<file path="src/sv/cle_mod.sv">
// Bit-serial remainder unit: one dividend bit per cycle, restoring form.
`default_nettype none
module cle_mod #(
	parameter int DIVIDEND_W = 16,
	parameter int DIVISOR_W  = 11
) (
	input  wire logic                  clk,
	input  wire logic                  arst_n,
	input  wire logic                  start,
	input  wire logic [DIVIDEND_W-1:0] dividend,
	input  wire logic [DIVISOR_W-1:0]  divisor,
	output logic                       done,
	output logic      [DIVISOR_W-1:0]  rem
);
	localparam int IDX_W = $clog2(DIVIDEND_W);

	logic                  busy_q;
	logic                  done_q;
	logic [IDX_W-1:0]      idx_q;
	logic [DIVIDEND_W-1:0] num_q;
	logic [DIVISOR_W-1:0]  den_q;
	logic [DIVISOR_W-1:0]  rem_q;
	logic [DIVISOR_W:0]    trial;
	logic [DIVISOR_W:0]    diff;

	// rem stays below the divisor, so the trial stays below twice it
	assign trial = {rem_q, num_q[DIVIDEND_W-1]};
	assign diff  = trial - {1'b0, den_q};

	always_ff @(posedge clk or negedge arst_n) begin
		if (!arst_n) begin
			busy_q <= 1'b0;
			done_q <= 1'b0;
			idx_q  <= '0;
		end else begin
			done_q <= 1'b0;
			if (start) begin
				busy_q <= 1'b1;
				idx_q  <= IDX_W'(DIVIDEND_W - 1);
			end else if (busy_q) begin
				if (idx_q == '0) begin
					busy_q <= 1'b0;
					done_q <= 1'b1;
				end else begin
					idx_q <= idx_q - 1'b1;
				end
			end
		end
	end

	always_ff @(posedge clk) begin
		if (start) begin
			num_q <= dividend;
			den_q <= divisor;
			rem_q <= '0;
		end else if (busy_q) begin
			num_q <= {num_q[DIVIDEND_W-2:0], 1'b0};
			if (trial >= {1'b0, den_q}) begin
				rem_q <= diff[DIVISOR_W-1:0];
			end else begin
				rem_q <= trial[DIVISOR_W-1:0];
			end
		end
	end

	assign done = done_q;
	assign rem  = rem_q;
endmodule
`default_nettype wire

</file>
<file path="config.mk">
export PLATFORM = sky130hd
export DESIGN_NAME = cle_mod
export DESIGN_NICKNAME = d
export VERILOG_FILES = /design/src/sv/cle_mod.sv
export SDC_FILE = /design/constraint.sdc
export NUM_CORES = 1
export LEC_CHECK = 0
export BUFFER_PORTS_ARGS = -buffer_cell sky130_fd_sc_hd__buf_2
export CAP_MARGIN = 5
export CORE_ASPECT_RATIO = 0.75
export CORE_MARGIN = 4
export CORE_UTILIZATION = 35
export CTS_CLUSTER_DIAMETER = 80
export DETAILED_ROUTE_END_ITERATION = 6
export PLACE_DENSITY = 0.58
export SYNTH_ARGS = -nofsm -noshare
export SYNTH_HDL_FRONTEND = slang
export SYNTH_SLANG_ARGS = --single-unit
export TNS_END_PERCENT = 5
</file>
<file path="constraint.sdc">
create_clock -name clk -period 5 [get_ports clk]
set_clock_uncertainty 0.15 [all_clocks]
set_input_delay 0.25 -clock clk [delete_from_list [all_inputs] [get_ports clk]]
set_output_delay 0.25 -clock clk [all_outputs]
set_load 0.05 [all_outputs]
</file>
==> out/results.ini <==
[run_status]
status=finished clean

[sta]
final.setup.tns_ns=0
worstMarginPinSlew_ns=0.794
setup_slack_ns=2.32
hold_violations=0
slew_violations=0
rsz0062_at_grt=no
setup_violations=0
relSlewSlack_pct=47.1
finalCriticalPeriod_ns=2.68
period_share_pct=53.5
max_freq_mhz=374

[worst_setup_path]
worstSetupStartpointType=flip-flop
endpoint_kind=flip-flop
cp.arrival_ns=2.73
r2r_slack_ns=2.32
crit_required_ns=5.06
worstSetupPathType=flip-flop to flip-flop
cp_max_fo=4

[clock_network]
cts_setup_buffers=0
clkSinkCount=44
numCtsBuffers=5
root_buffer=clkbuf_8
cts_hold_buf=12
cts_resized=0
clock_latency_ns=0.30
htree_levels=2
clk_pin_slew_ns=0.08
cts_buffer_depth=2
tritoncts=done

[detailed_routing]
wl_met1_um=2450
met3_wirelength_um=205
wl_um=4830
drc=0
dr.pass1.iters=4
dr_total_vias=1729
drt-vias-per-instance=4.91
wl_per_cell_um=13.7
top_layer_used=met4
ant_nets=0
drt_first_iter_violations=80
met2_length_um=2110

[synthesis]
synthArstFlopShare_pct=13.6
synth.net_count=259
syn_area_per_cell_um2=10.9
synth_area_leader_cell=edfxtp_1
synthCells=216
synth_edf_count=27
synth-seq-cells=44
ys_warn_count=0
yosys-top-cells-area=edfxtp_1, dfxtp_1, mux2_2
synth.top_cell.area_share_pct=34.5
synth_flop_cell=edfxtp_1
ys_seq_area_share_pct=50.2
netlist_area_mm2=0.00235
synth_cell_type_count=45

[placed_design]
placed_area_mm2=0.00263
dp_hpwl_um=3560
io_buffers=41
routabilityCongestion=0.816
preCtsSetupSlack_ns=2.35

[power_and_ir_drop]
pwr-share-clk_pct=19.2
switching_share_pct=40.6
pwr_density_cell_mw_per_mm2=493
power.internal_uw=836
p_seq_share_pct=35.4
max-vdd-ir-drop_mv=0.218
p_sw_uw=572
p_leak_nw=1.26
power_frac_comb_pct=45.4

[finish]
final_cell_mix=buf_2, edfxtp_1, nor2_1, inv_1, mux2_2
final_nets=313
final_common_cell=buf_2
layout-drive-gt1-share_pct=25.1
design_area_mm2=0.00286
syn_to_final_growth_pct=21.4
antennaDiodeCount=0
nFillCells=600

[floorplanning]
dieArea_mm2=0.00811
floorplan.initialDensity_pct=36.7
io_pins=42
die_h_um=79.0
num_rows=25
dieWidth_um=103
core_mm2=0.00641

[global_routing]
overflow=0
grt_pass1_vias=1672
grt_max_degree=40
grt_pass1_wl_um=8080
grtUsageTotal_pct=12.8
grt_antenna_before_repair=0

[min_path]
hp-class=input pin to flip-flop

[flow_run]
max-cap-violations=0

-- state kept, by name, indices dropped and copies added, names as in the netlist --
register	cells
busy_q	1
den_q	11
done	1
idx_q	4
num_q	16
rem	11
-- power groups by stage --
stage	sequential [mW]	combinational (mW)	clock, mW
after floorplan	0.617	0.383	0
final	0.498	0.640	0.270
after detailed placement	0.506	0.632	0
after CTS	0.498	0.642	0.278
after global placement	0.505	0.629	0
after global routing	0.508	0.707	0.294
-- through the flow --
step	total power, mW	instances	util (%)	hold slack, ns
global route	1.51	352	44.5	0.0778
finish	1.41	352	44.5	0.0852
detailed placement	1.14	332	41.0	-0.0676
floorplan	1.00	216	-	-0.196
global placement	1.13	332	41.0	-0.0661
CTS	1.42	352	44.5	0.0811
-- worst paths after layout --
path,from,end,depth (start not counted)
worst min register to register,rem[8],rem[8],2
worst max-delay path,num_q[15],rem[6],9
worst min-delay path,dividend[0],num_q[0],2
min in group asynchronous,arst_n,idx_q[2],2
max in group asynchronous,arst_n,busy_q,2
worst max register to register,num_q[15],rem[6],9
-- synth_stat cells (all sizes together) (2+ instances only) --
library cell,instances
nor2b,3
nor3,3
mux2i,5
nor4,2
and4,2
ha,12
a211o,3
nor2,25
o31ai,3
edfxtp,27
o21ai,9
dfxtp,11
a311oi,2
o211ai,2
nand2,13
o311ai,2
or2,2
xnor2,4
or4,2
a21oi,8
and3,2
clkbuf,4
dfrtp,6
nand2b,5
a211oi,3
buf,2
o21a,2
mux2,16
a21o,2
a31oi,4
inv,19
-- cell families (layout without fill, tap and decap cells) --
| family | Yosys count | in the layout | synth area share [%] |
|---|---|---|---|
| fa+ha+maj | 13 | 13 | 7.23 |
| mux | 21 | 21 | 9.79 |
| simple gates | 62 | 62 | 13.0 |
| buf+inv | 25 | 80 | 4.31 |
| xor+xnor | 5 | 5 | 1.86 |
| compound gates | 46 | 46 | 13.6 |
| flops | 44 | 44 | 50.2 |
-- worst max-delay path: stages (launching register included) --
cell and delay, ns:
edfxtp_1 0.33, inv_1 0.05, ha_1 0.22, fa_1 0.41, nand2b_1 0.18, a21oi_1 0.22, o2111a_1 0.30, nor2_1 0.10
or3b_1 0.39, a311oi_1 0.25
-- cell type report --
| type | count | area, um^2 | area share [%] |
|---|---|---|---|
| Multi-Input combinational cell | 147 | 1070 | 37.5 |
| Clock inverter | 2 | 35.0 | 1.23 |
| Tap cell | 81 | 101 | 3.55 |
| Clock buffer | 6 | 72.6 | 2.54 |
| Timing Repair Buffer | 53 | 325 | 11.4 |
| Inverter | 19 | 71.3 | 2.50 |
| Sequential cell | 44 | 1180 | 41.3 |
-- layer usage --
metal	track usage, %	up-vias
met4	3.15	0
met1	18.5	801
met3	3.42	8
met5	0	-
met2	19.0	26
li1	-	894
(Power assumes the default switching activity.)
